==> src/rtl/fsfs_pkg.sv <==
// Shared types, scan mode codes and the conversion letter table of the format string scanner.
package fsfs_pkg;

  localparam int MODE_W = 3;

  localparam logic [MODE_W-1:0] MODE_IDLE   = 3'd0;
  localparam logic [MODE_W-1:0] MODE_PCT    = 3'd1;
  localparam logic [MODE_W-1:0] MODE_FLAGS  = 3'd2;
  localparam logic [MODE_W-1:0] MODE_DIGITS = 3'd3;
  localparam logic [MODE_W-1:0] MODE_LONG   = 3'd4;

  localparam logic [31:0] WIDTH_BIT = 32'h4000_0000;
  localparam logic [1:0]  LEVEL_MINI = 2'd1;
  localparam logic [1:0]  LEVEL_STD  = 2'd2;

  localparam logic [7:0] CHR_PCT   = 8'h25;
  localparam logic [7:0] CHR_MINUS = 8'h2D;
  localparam logic [7:0] CHR_ZERO  = 8'h30;
  localparam logic [7:0] CHR_NINE  = 8'h39;
  localparam logic [7:0] CHR_PLUS  = 8'h2B;
  localparam logic [7:0] CHR_SPACE = 8'h20;
  localparam logic [7:0] CHR_STAR  = 8'h2A;
  localparam logic [7:0] CHR_DOT   = 8'h2E;
  localparam logic [7:0] CHR_ELL   = 8'h6C;
  localparam logic [7:0] CHR_UC_A  = 8'h41;
  localparam logic [7:0] CHR_UC_Z  = 8'h5A;
  localparam logic [7:0] CHR_LC_A  = 8'h61;
  localparam logic [7:0] CHR_LC_Z  = 8'h7A;

  typedef struct packed {
    logic        match;
    logic [1:0]  lvl;
    logic [31:0] short_mask;
    logic [31:0] long_mask;
  } conv_entry_t;

  typedef struct packed {
    logic        is_last;
    logic        is_pct;
    logic        is_flag;
    logic        is_digit;
    logic        is_dot;
    logic        is_letter;
    logic        is_ell;
    conv_entry_t conv;
  } char_class_t;

  function automatic conv_entry_t conv_lookup(input logic [7:0] c);
    conv_entry_t e;
    e = '{match: 1'b1, lvl: 2'd0, short_mask: 32'h0, long_mask: 32'h0};
    case (c)
      8'h64: begin e.lvl = 2'd1; e.short_mask = 32'h0000_0001; e.long_mask = 32'h0000_1000; end
      8'h75: begin e.lvl = 2'd1; e.short_mask = 32'h0000_0002; e.long_mask = 32'h0000_2000; end
      8'h78: begin e.lvl = 2'd2; e.short_mask = 32'h0000_0004; e.long_mask = 32'h0000_4000; end
      8'h58: begin e.lvl = 2'd2; e.short_mask = 32'h0000_0008; e.long_mask = 32'h0000_8000; end
      8'h6F: begin e.lvl = 2'd2; e.short_mask = 32'h0000_0010; e.long_mask = 32'h0001_0000; end
      8'h6E: begin e.lvl = 2'd2; e.short_mask = 32'h0000_0020; e.long_mask = 32'h0002_0000; end
      8'h69: begin e.lvl = 2'd2; e.short_mask = 32'h0000_0040; e.long_mask = 32'h0004_0000; end
      8'h70: begin e.lvl = 2'd2; e.short_mask = 32'h0000_0080; e.long_mask = 32'h0008_0000; end
      8'h42: begin e.lvl = 2'd2; e.short_mask = 32'h0000_0100; e.long_mask = 32'h0010_0000; end
      8'h73: begin e.lvl = 2'd1; e.short_mask = 32'h0000_0200; end
      8'h63: begin e.lvl = 2'd1; e.short_mask = 32'h0000_0400; end
      8'h61: begin e.lvl = 2'd0; e.short_mask = 32'h0040_0000; end
      8'h41: begin e.lvl = 2'd0; e.short_mask = 32'h0080_0000; end
      8'h65: begin e.lvl = 2'd3; e.short_mask = 32'h0100_0000; e.long_mask = 32'h0100_0000; end
      8'h45: begin e.lvl = 2'd3; e.short_mask = 32'h0200_0000; e.long_mask = 32'h0200_0000; end
      8'h66: begin e.lvl = 2'd3; e.short_mask = 32'h0400_0000; e.long_mask = 32'h0400_0000; end
      8'h46: begin e.lvl = 2'd3; e.short_mask = 32'h0800_0000; e.long_mask = 32'h0800_0000; end
      8'h67: begin e.lvl = 2'd3; e.short_mask = 32'h1000_0000; e.long_mask = 32'h1000_0000; end
      8'h47: begin e.lvl = 2'd3; e.short_mask = 32'h2000_0000; e.long_mask = 32'h2000_0000; end
      default: e.match = 1'b0;
    endcase
    return e;
  endfunction

endpackage

==> src/rtl/fsfs_if.sv <==
// Valid/ready channel interfaces for format bytes and scan results.
interface fsfs_in_if;
  logic       valid;
  logic       ready;
  logic [7:0] format_char;
  logic       is_last;

  modport source (output valid, output format_char, output is_last, input ready);
  modport sink (input valid, input format_char, input is_last, output ready);
endinterface

interface fsfs_out_if;
  logic        valid;
  logic        ready;
  logic [31:0] option_mask;
  logic [1:0]  level;

  modport source (output valid, output option_mask, output level, input ready);
  modport sink (input valid, input option_mask, input level, output ready);
endinterface

==> src/rtl/fsfs_front.sv <==
// Front end: classifies each format byte and looks it up in the conversion table.
module fsfs_front (
  input  logic [7:0]            format_char,
  input  logic                  is_last,
  output fsfs_pkg::char_class_t cls
);

  always_comb begin
    cls.is_last   = is_last;
    cls.is_pct    = (format_char == fsfs_pkg::CHR_PCT);
    cls.is_flag   = (format_char == fsfs_pkg::CHR_MINUS) || (format_char == fsfs_pkg::CHR_ZERO) ||
                    (format_char == fsfs_pkg::CHR_PLUS) || (format_char == fsfs_pkg::CHR_SPACE) ||
                    (format_char == fsfs_pkg::CHR_STAR) || (format_char == fsfs_pkg::CHR_DOT);
    cls.is_digit  = (format_char >= fsfs_pkg::CHR_ZERO) && (format_char <= fsfs_pkg::CHR_NINE);
    cls.is_dot    = (format_char == fsfs_pkg::CHR_DOT);
    cls.is_letter = ((format_char >= fsfs_pkg::CHR_UC_A) && (format_char <= fsfs_pkg::CHR_UC_Z)) ||
                    ((format_char >= fsfs_pkg::CHR_LC_A) && (format_char <= fsfs_pkg::CHR_LC_Z));
    cls.is_ell    = (format_char == fsfs_pkg::CHR_ELL);
    cls.conv      = fsfs_pkg::conv_lookup(format_char);
  end

endmodule

==> src/rtl/fsfs_queue.sv <==
// Small FIFO of classified bytes between the front end and the back end.
module fsfs_queue #(
  parameter int DEPTH = 2
) (
  input  logic                  clk,
  input  logic                  rst_n,
  input  logic                  push,
  input  fsfs_pkg::char_class_t push_data,
  output logic                  full,
  input  logic                  pop,
  output fsfs_pkg::char_class_t pop_data,
  output logic                  empty
);

  localparam int PW = (DEPTH > 1) ? $clog2(DEPTH) : 1;
  localparam int CW = $clog2(DEPTH + 1);

  fsfs_pkg::char_class_t mem_r [DEPTH];
  logic [PW-1:0] wr_ptr_r, wr_ptr_nxt;
  logic [PW-1:0] rd_ptr_r, rd_ptr_nxt;
  logic [CW-1:0] count_r, count_nxt;
  logic          push_en, pop_en;

  assign full     = (count_r == CW'(DEPTH));
  assign empty    = (count_r == '0);
  assign push_en  = push && !full;
  assign pop_en   = pop && !empty;
  assign pop_data = mem_r[rd_ptr_r];

  always_comb begin
    wr_ptr_nxt = wr_ptr_r;
    rd_ptr_nxt = rd_ptr_r;
    count_nxt  = count_r;
    if (push_en) begin
      wr_ptr_nxt = (wr_ptr_r == PW'(DEPTH - 1)) ? '0 : wr_ptr_r + 1'b1;
    end
    if (pop_en) begin
      rd_ptr_nxt = (rd_ptr_r == PW'(DEPTH - 1)) ? '0 : rd_ptr_r + 1'b1;
    end
    case ({push_en, pop_en})
      2'b10:   count_nxt = count_r + 1'b1;
      2'b01:   count_nxt = count_r - 1'b1;
      default: count_nxt = count_r;
    endcase
  end

  always_ff @(posedge clk) begin
    if (!rst_n) begin
      wr_ptr_r <= '0;
      rd_ptr_r <= '0;
      count_r  <= '0;
    end else begin
      wr_ptr_r <= wr_ptr_nxt;
      rd_ptr_r <= rd_ptr_nxt;
      count_r  <= count_nxt;
    end
  end

  always_ff @(posedge clk) begin
    if (push_en) begin
      mem_r[wr_ptr_r] <= push_data;
    end
  end

endmodule

==> src/rtl/fsfs_back.sv <==
// Back end: specifier state machine, mask and level accumulation, and the result register.
module fsfs_back (
  input  logic                  clk,
  input  logic                  rst_n,
  input  logic                  item_valid,
  input  fsfs_pkg::char_class_t cls,
  output logic                  item_pop,
  output logic                  res_valid,
  input  logic                  res_ready,
  output logic [31:0]           res_mask,
  output logic [1:0]            res_level
);

  logic [fsfs_pkg::MODE_W-1:0] mode_r, mode_nxt;
  logic [31:0]                 mask_r, mask_nxt;
  logic [1:0]                  level_r, level_nxt;
  logic                        res_valid_r, res_valid_nxt;
  logic [31:0]                 res_mask_r;
  logic [1:0]                  res_level_r;
  logic                        do_len, do_conv, conv_long;

  assign item_pop  = item_valid && (!cls.is_last || !res_valid_r || res_ready);
  assign res_valid = res_valid_r;
  assign res_mask  = res_mask_r;
  assign res_level = res_level_r;

  always_comb begin
    mode_nxt  = mode_r;
    mask_nxt  = mask_r;
    level_nxt = level_r;
    do_len    = 1'b0;
    do_conv   = 1'b0;
    conv_long = 1'b0;

    case (mode_r)
      fsfs_pkg::MODE_PCT: begin
        if (cls.is_flag || cls.is_digit) begin
          if (level_nxt < fsfs_pkg::LEVEL_STD) begin
            level_nxt = fsfs_pkg::LEVEL_STD;
          end
          mask_nxt = mask_nxt | fsfs_pkg::WIDTH_BIT;
          mode_nxt = cls.is_flag ? fsfs_pkg::MODE_FLAGS : fsfs_pkg::MODE_DIGITS;
        end else begin
          do_len = 1'b1;
        end
      end
      fsfs_pkg::MODE_FLAGS: begin
        do_len = cls.is_letter;
      end
      fsfs_pkg::MODE_DIGITS: begin
        do_len = !(cls.is_digit || cls.is_dot);
      end
      fsfs_pkg::MODE_LONG: begin
        do_conv   = 1'b1;
        conv_long = 1'b1;
      end
      default: begin
        mode_nxt = cls.is_pct ? fsfs_pkg::MODE_PCT : fsfs_pkg::MODE_IDLE;
      end
    endcase

    if (do_len) begin
      if (cls.is_ell) begin
        if (level_nxt < fsfs_pkg::LEVEL_STD) begin
          level_nxt = fsfs_pkg::LEVEL_STD;
        end
        mode_nxt = fsfs_pkg::MODE_LONG;
      end else begin
        do_conv = 1'b1;
      end
    end

    if (do_conv) begin
      if (cls.conv.match) begin
        if (level_nxt < cls.conv.lvl) begin
          level_nxt = cls.conv.lvl;
        end
        mask_nxt = mask_nxt | (conv_long ? cls.conv.long_mask : cls.conv.short_mask);
      end
      mode_nxt = cls.is_pct ? fsfs_pkg::MODE_PCT : fsfs_pkg::MODE_IDLE;
    end
  end

  always_comb begin
    res_valid_nxt = res_valid_r;
    if (res_valid_r && res_ready) begin
      res_valid_nxt = 1'b0;
    end
    if (item_pop && cls.is_last) begin
      res_valid_nxt = 1'b1;
    end
  end

  always_ff @(posedge clk) begin
    if (!rst_n) begin
      mode_r      <= fsfs_pkg::MODE_IDLE;
      mask_r      <= '0;
      level_r     <= fsfs_pkg::LEVEL_MINI;
      res_valid_r <= 1'b0;
    end else begin
      res_valid_r <= res_valid_nxt;
      if (item_pop) begin
        if (cls.is_last) begin
          mode_r  <= fsfs_pkg::MODE_IDLE;
          mask_r  <= '0;
          level_r <= fsfs_pkg::LEVEL_MINI;
        end else begin
          mode_r  <= mode_nxt;
          mask_r  <= mask_nxt;
          level_r <= level_nxt;
        end
      end
    end
  end

  always_ff @(posedge clk) begin
    if (item_pop && cls.is_last) begin
      res_mask_r  <= mask_nxt;
      res_level_r <= level_nxt;
    end
  end

endmodule

==> src/rtl/format_string_feature_scanner_top.sv <==
// Top level of the format string feature scanner.
// The scanner takes one byte of a printf-style format string per cycle while
// its queue has room and, on the byte marked last, delivers one result with
// the OR of the conversion masks it met and the formatter level it needs;
// nothing is delivered for the other bytes. A byte is classified on entry and
// stored in a small queue of QUEUE_DEPTH entries, and the specifier state
// machine takes one byte per cycle from that queue, so the sustained rate is
// one byte per clock unless a waiting result holds up a last byte. The result
// is registered as its last byte leaves the queue. A waiting result holds up
// only the next last byte; the input stalls once the queue fills behind it.
module format_string_feature_scanner_top #(
  parameter int QUEUE_DEPTH = 2
) (
  input logic         clk,
  input logic         rst_n,
  fsfs_in_if.sink     in_ch,
  fsfs_out_if.source  out_res
);

  fsfs_pkg::char_class_t front_cls;
  fsfs_pkg::char_class_t back_cls;
  logic                  q_full, q_empty, q_pop;

  fsfs_front u_front (
    .format_char (in_ch.format_char),
    .is_last     (in_ch.is_last),
    .cls         (front_cls)
  );

  assign in_ch.ready = !q_full;

  fsfs_queue #(
    .DEPTH (QUEUE_DEPTH)
  ) u_queue (
    .clk       (clk),
    .rst_n     (rst_n),
    .push      (in_ch.valid),
    .push_data (front_cls),
    .full      (q_full),
    .pop       (q_pop),
    .pop_data  (back_cls),
    .empty     (q_empty)
  );

  fsfs_back u_back (
    .clk        (clk),
    .rst_n      (rst_n),
    .item_valid (!q_empty),
    .cls        (back_cls),
    .item_pop   (q_pop),
    .res_valid  (out_res.valid),
    .res_ready  (out_res.ready),
    .res_mask   (out_res.option_mask),
    .res_level  (out_res.level)
  );

endmodule

==> src/flat_wrapper.sv <==
// flat-port wrapper written by rule: the top's interface ports become plain ports
module format_string_feature_scanner_top_flat 
#(
  parameter int QUEUE_DEPTH = 2
)
  (clk, rst_n, in_ch_valid, in_ch_format_char, in_ch_is_last, in_ch_ready, out_res_valid, out_res_option_mask, out_res_level, out_res_ready);
  fsfs_in_if in_ch_i ();
  fsfs_out_if out_res_i ();
  input logic clk;
  input logic rst_n;
  input wire logic [$bits(in_ch_i.valid)-1:0] in_ch_valid;
  input wire logic [$bits(in_ch_i.format_char)-1:0] in_ch_format_char;
  input wire logic [$bits(in_ch_i.is_last)-1:0] in_ch_is_last;
  output wire logic [$bits(in_ch_i.ready)-1:0] in_ch_ready;
  output wire logic [$bits(out_res_i.valid)-1:0] out_res_valid;
  output wire logic [$bits(out_res_i.option_mask)-1:0] out_res_option_mask;
  output wire logic [$bits(out_res_i.level)-1:0] out_res_level;
  input wire logic [$bits(out_res_i.ready)-1:0] out_res_ready;
  assign in_ch_i.valid = in_ch_valid;
  assign in_ch_i.format_char = in_ch_format_char;
  assign in_ch_i.is_last = in_ch_is_last;
  assign in_ch_ready = in_ch_i.ready;
  assign out_res_valid = out_res_i.valid;
  assign out_res_option_mask = out_res_i.option_mask;
  assign out_res_level = out_res_i.level;
  assign out_res_i.ready = out_res_ready;
  format_string_feature_scanner_top #(.QUEUE_DEPTH(QUEUE_DEPTH)) u_core (.clk(clk), .rst_n(rst_n), .in_ch(in_ch_i), .out_res(out_res_i));
endmodule
==> config.mk <==
export PLATFORM = sky130hd
export DESIGN_NAME = format_string_feature_scanner_top_flat
export DESIGN_NICKNAME = d
export VERILOG_FILES = /design/src/rtl/fsfs_pkg.sv /design/src/rtl/fsfs_if.sv /design/src/rtl/fsfs_front.sv /design/src/rtl/fsfs_queue.sv /design/src/rtl/fsfs_back.sv /design/src/rtl/format_string_feature_scanner_top.sv /design/src/flat_wrapper.sv
export SDC_FILE = /design/constraint.sdc
export NUM_CORES = 1
export LEC_CHECK = 0
export BUFFER_PORTS_ARGS = -buffer_cell sky130_fd_sc_hd__clkbuf_2
export CORE_MARGIN = 2
export CORE_UTILIZATION = 55
export CTS_BUF_LIST = sky130_fd_sc_hd__clkbuf_16
export CTS_CLUSTER_SIZE = 16
export DETAILED_ROUTE_END_ITERATION = 6
export GPL_TIMING_DRIVEN = 0
export HOLD_SLACK_MARGIN = 0.12
export PLACE_DENSITY = 0.81
export SYNTH_ARGS = -nofsm -noshare
export SYNTH_HDL_FRONTEND = slang
export SYNTH_HIERARCHICAL = 1
export SYNTH_SLANG_ARGS = --single-unit
export TNS_END_PERCENT = 50
==> constraint.sdc <==
create_clock -name clk -period 4 [get_ports clk]
set_input_delay 0.4 -clock clk [delete_from_list [all_inputs] [get_ports clk]]
set_output_delay 0.4 -clock clk [all_outputs]
set_load 0.02 [all_outputs]
==> results of run 1 <==
sequential cells by signal (all words and copies together) (netlist names), named ones only:
register / cells
u_core/u_back/mode_r: 3
u_core/u_queue/wr_ptr_r: 1
u_core/u_back/res_valid: 1
u_core/u_back/mask_r: 32
u_core/u_back/res_mask: 32
u_core/u_queue/rd_ptr_r: 1
u_core/u_back/level_r: 2
u_core/u_queue/mem_r: 148
u_core/u_back/res_level: 2
u_core/u_queue/count_r: 2
worst max-delay path by stage:
stage	startpoint	endpoint	slack (ns)	depth (start not counted)
2_1_floorplan	register	u_core/u_back/mask_r[10]	1.00	8
3_3_place_gp	register	u_core/u_back/mask_r[27]	-0.62	8
3_5_place_dp	register	u_core/u_back/res_mask[25]	0.74	8
4_1_cts	register	u_core/u_back/res_mask[25]	0.70	8
5_1_grt	register	u_core/u_back/res_mask[27]	0.52	8
6_report	register	u_core/u_back/res_mask[25]	0.75	8
cell type report:
class,instances,share of cell area
clock buffers,23,0.0524
inverters,14,0.00501
repair buffers,50,0.0294
clock inverters,17,0.0112
multi-input cells,397,0.260
flip-flops and latches,225,0.576
well taps,225,0.0256
plain buffers,66,0.0400
cells by family after synthesis:
group,count (synthesis),synth area share
other cells,1,0.000393
simple gates,151,0.0859
compound gates,103,0.0715
xor+xnor,3,0.00275
buf+inv,80,0.0515
flops,225,0.662
mux,107,0.122
fa+ha+maj,3,0.00393
routing by layer:
layer | vias up | GRT usage | wire [µm] | share of wire
met5 | - | 0 | 0 | 0
met4 | 0 | 0.0642 | 411 | 0.022
met3 | 38 | 0.0348 | 963 | 0.051
met2 | 150 | 0.360 | 9700 | 0.52
met1 | 2735 | 0.269 | 7720 | 0.41
li1 | 2648 | - | - | -
repair_timing:
| action | 4_1_cts | 5_1_grt |
|---|---|---|
| endpoints found under the hold margin | 2 | 0 |
| hold buffers | 1 | 0 |
| endpoints found under the setup margin | 0 | 0 |
power by group through the flow:
stage	logic, µW	registers (µW)	clock network, µW
floorplan	982	3170	0
global route	1710	3040	2100
CTS	1590	3020	2010
detailed placement	1580	3060	0
global placement	1460	3070	0
finish	1580	3010	1970
synthesized netlist by cell type (6+ instances only):
cell type  count
buf_6          6
nor3b_1        6
nor2_1        32
nor3_1        12
buf_2         17
mux2i_1       33
mux2_2        74
nor4_1         8
nor2b_1        8
o21ai_1       31
edfxtp_1     182
buf_4         33
a21oi_1        7
nand2_1       47
o21ai_0        8
o21bai_1      31
clkbuf_1       6
inv_1         13
dfxtp_1       43
metrics by stage:
stage | hold WS (ns) | power, µW | TNS (ns) | worst slack (ns)
finish | 0.280 | 6560 | 0 | 0.750
global route | 0.288 | 6840 | 0 | 0.519
CTS | 0.264 | 6620 | 0 | 0.702
detailed placement | 0.437 | 4640 | 0 | 0.736
global placement | 0.429 | 4530 | -17.20 | -0.619
floorplan | 0.419 | 4160 | 0 | 1.00
critical path: stages (launching register included):
cell	delay, ns
dfxtp_1	0.33
buf_2	0.28
buf_2	0.40
mux2_2	0.39
nand3b_1	0.15
a211oi_2	0.10
o21ai_1	0.63
clkbuf_1	0.53
o21bai_1	0.16
==> out/metrics.csv, run 1 <==
metric,value,unit
Post-synth ARST share,0,
initial antenna violation count,0,
ant diodes,0,
Post-synth EDFFs,182,
vias in the first global route,5743,
Iteration-0 DRC Markers,351,
Switching Share,0.283,
number of vias per cell,5.48,
part of the Yosys area used for sequential elements,0.662,
Resize count post-CTS,0,
synthesized area,9550,µm²
RR Endpoint,u_core/u_back/res_mask[25],
Hold Crit Depth,4,
DP Wirelength,12600,µm
Max IR drop VDD,0.370,mV
startpoint of the worst hold path,out_res_ready,
Die Footprint,18400,µm²
YS warnings,6,
CTS tree,built,
Worst setup SP type,register,
sw power,1860,µW
Final Hold Viols,0,
share of post-route cells with drive strength above 1,0.284,
CP required,4.22,ns
Sink Count,225,
post-layout instance area,11000,µm²
Die Y,136,µm
average routed wire per standard cell,18.5,µm
Finish-stage setup viols,0,
Storage cell area,6330,µm²
Nets,792,
worst hold endpoint,u_core/u_back/res_valid,
Bufs on Longest Clock Path,3,
critical path type,reg -> reg,
Yosys cell types,66,
CP arrival,3.47,ns
first-pass iteration count of the detailed router,5,
vias post-DR,5571,
dominant cell type by area after synthesis,edfxtp_1,
fmax,308,MHz
cell total after placement,976,
post-synthesis cell count,673,
crit path capture type,register,
Remaining DRCs,0,
most frequent cells in the layout,"edfxtp_1, mux2_2, clkbuf_2, nand2_1, dfxtp_1",
multi-input logic area,2860,µm²
Rows,48,
run status,finished clean,
Final Skew,0.0101,ns
first-pass GRT wire length,29500,µm
PortBufs,46,
synth top area cells,"edfxtp_1, dfxtp_1, mux2_2",
Logic pwr share,0.241,
Initial Util,0.558,
relative slew slack,0.428,
area post-placement,10300,µm²
WL final,18800,µm
postcts setup bufs,0,
reg2reg setup slack,0.75,ns
Clk pwr share,0.300,
Clock Pin Slew Worst Setup and Hold Paths,0.06,ns
RSZ-0062 raised after global routing,false,
I/O pins,49,
Pins Over Slew Limit,0,
Static Leak,0.00401,µW
Clock Latency Late Sink,0.50,ns
Main synth FF type,edfxtp_1,
non-filler cells in the finished layout,1017,
CTS Buf Count,22,
Critical Path Fanout Max,10,
Register-to-Register Path Depth,8,
MaxCap Viol Count,0,
Overflow after GRT,0,
root buf cell,clkbuf_16,
"FF+latch count, synth",225,
final core occ,0.641,
die width,136,µm
fin crit period,3.25,ns
Area Growth Syn to Fin,14.9,%
GRT Total Usage,0.208,
largest net degree at the start of global routing,67,
worst hold path class,in -> reg,
core area,17100,µm²
Filler cells,1202,
register share of total power,0.459,
Yosys top cell area share,0.572,
Tightest Pin Transition,0.858,ns
Routed Antenna Nets,0,
fin crit share,0.813,
"commonest non-fill, non-tap cell in the layout",edfxtp_1,
H-Tree Depth,1,
PwrDens,598,nW/µm²
Syn Area/Cell,14.2,µm²
Int Pwr,4700,µW
Final GP Congestion,0.867,
(Power assumes the default switching activity.)
==> run 2, diff against run 1 <==
- clock period: 4 -> 3.1 ns (I/O delays scaled with it)
==> run 2 against run 1 <==
Sequential share of layout area decreased by 0.092 points. Largest cell class unchanged. Flip-flop and latch count did not move. Largest power group unchanged. Highest routed layer unchanged. Register-to-register slack worse by 0.55 ns.
==> out/metrics.csv, run 2 (synthesis gave the netlist of run 1 again) <==
metric,value,unit,change
run status,finished clean,,
Area Growth Syn to Fin,15.1,%,
worst hold path class,in -> reg,,
Static Leak,0.00401,µW,+0.13%
vias post-DR,5634,,+1.1%
vias in the first global route,5747,,+0.070%
CTS Buf Count,22,,unchanged
PwrDens,772,nW/µm²,+29%
fin crit share,0.935,,+0.122
"commonest non-fill, non-tap cell in the layout",edfxtp_1,,
fmax,345,MHz,+12%
dpl ws,-0.164,ns,-0.900 ns
setup ws final,0.202,ns,-0.547 ns
WP buf/inv,3,,unchanged
Remaining DRCs,0,,unchanged
Critical Path Fanout Max,10,,unchanged
RSZ-0062 raised after global routing,false,,
most frequent cells in the layout,"edfxtp_1, mux2_2, clkbuf_2",,
GRT Total Usage,0.208,,about the same
crit path capture type,register,,
Overflow after GRT,0,,unchanged
Clock Pin Slew Worst Setup and Hold Paths,0.06,ns,about the same
Sink Count,225,,unchanged
Largest Register,u_core/u_queue/mem_r,,
share of post-route cells with drive strength above 1,0.288,,+0.00379
root buf cell,clkbuf_16,,
I/O pins,49,,unchanged
Finish-stage setup viols,0,,unchanged
ant diodes,0,,unchanged
average routed wire per standard cell,18.6,µm,+0.52%
met3 wire length,904,µm,-6.1%
first-pass GRT wire length,29600,µm,about the same
final core occ,0.642,,+0.00102
max reg flops,148,,unchanged
MaxCap Viol Count,0,,unchanged
CTS tree,built,,
Final Skew,0.00629,ns,-0.00382 ns
Bufs on Longest Clock Path,3,,unchanged
initial antenna violation count,0,,unchanged
WL final,18900,µm,+0.52%
CP dominant cell by count,nor3b_1,,
CP max stage delay,0.36,ns,-0.27 ns
Final GP Congestion,0.867,,unchanged
Worst setup SP type,register,,
Routed Antenna Nets,0,,unchanged
crit path max-delay cell type,mux2_2,,
metal2 WL,9700,µm,about the same
relative slew slack,0.425,,-0.00277
Tightest Pin Transition,0.863,ns,+0.00415 ns
H-Tree Depth,1,,unchanged
CP arrival,3.15,ns,-0.32 ns
Die Y,136,µm,unchanged
DP Wirelength,12600,µm,unchanged
number of vias per cell,5.54,,+1.1%
Die Footprint,18400,µm²,unchanged
CP required,3.35,ns,-0.87 ns
Top delay family on crit path,simple AND/OR/NAND/NOR gates,,
Rows,48,,unchanged
largest net degree at the start of global routing,67,,unchanged
M1 wire length,7820,µm,+1.3%
Clock Latency Late Sink,0.50,ns,about the same
Max IR drop VDD,0.476,mV,+29%
core area,17100,µm²,unchanged
Pins Over Slew Limit,0,,unchanged
die width,136,µm,unchanged
max layer used,met4,,
fin crit period,2.90,ns,-0.353 ns
postcts setup bufs,0,,unchanged
Iteration-0 DRC Markers,382,,+8.8%
critical path type,reg -> reg,,
PortBufs,46,,unchanged
first-pass iteration count of the detailed router,6,,+1
Initial Util,0.558,,unchanged
Final Hold Viols,0,,unchanged
worst-path cell chain,buf_2 -> buf_6 -> mux2_2 -> nand3b_1 -> nor3b_1 -> nor4_2 -> inv_1 -> ha_1 -> nor3b_1 -> o2bb2ai_1 -> o21ai_0,,
Nets,792,,unchanged
## run 2: cell counts in the layout (fill, tap and decap cells not counted)
No cell type changed its count.
## run 2: layout make-up
cell class / count / area, µm²
tap: 225 / 282
clock buffer: 23 / 576
sequential: 225 / 6330
buffer: 66 / 447
timing repair buffer: 50 / 323
inverter: 14 / 55.1
multi-input combinational: 397 / 2870
clock inverter: 17 / 123
fill: 1199 / 6120
## run 2: through the flow
stage          hold slack [ns]  cell area (µm²)  TNS (ns)  power, µW  std cells
6_report                 0.186            11000         0       8490       1017
5_1_grt                  0.198            11000         0       8850       1017
4_1_cts                  0.174            11000         0       8540       1017
3_5_place_dp             0.437            10300     -2.29       5990        976
3_3_place_gp             0.429            10200   -141.35       5850        973
2_1_floorplan            0.419             9660         0       5360        702
## run 2: worst min-delay path, stage by stage
cell	delay (ns)
clkbuf_2	0.08
nor2b_1	0.08
a21oi_1	0.12
nor2b_1	0.05
## run 2: final timing paths
path / endpoint / slack [ns] / depth (start not counted) / start
setup / recovery: u_core/u_back/res_level[0] / 0.20 / 11 / register
hold reg to reg: u_core/u_back/mask_r[19] / 0.44 / 2 / u_core/u_back/mask_r[19]
hold / removal: u_core/u_back/res_valid / 0.19 / 4 / out_res_ready
setup reg to reg: u_core/u_back/res_level[0] / 0.20 / 11 / register
## run 2: timing repair
| item | in CTS | in global routing |
|---|---|---|
| gates resized for setup | 2 | 4 |
| hold endpoints to repair | 2 | 0 |
| hold buffers | 1 | 0 |
| endpoints found under the setup margin | 31 | 5 |
## run 2: power breakdown
group	switching, µW	internal [µW]	leakage, µW	total, µW
Clock	1040	1500	0.000372	2540
Sequential	124	3760	0.00211	3890
Combinational	1250	815	0.00153	2060
## run 2: routing by layer
layer	track usage	vias up
met5	0	-
met1	0.269	2777
met4	0.0642	0
met2	0.361	164
met3	0.0348	46
li1	-	2647
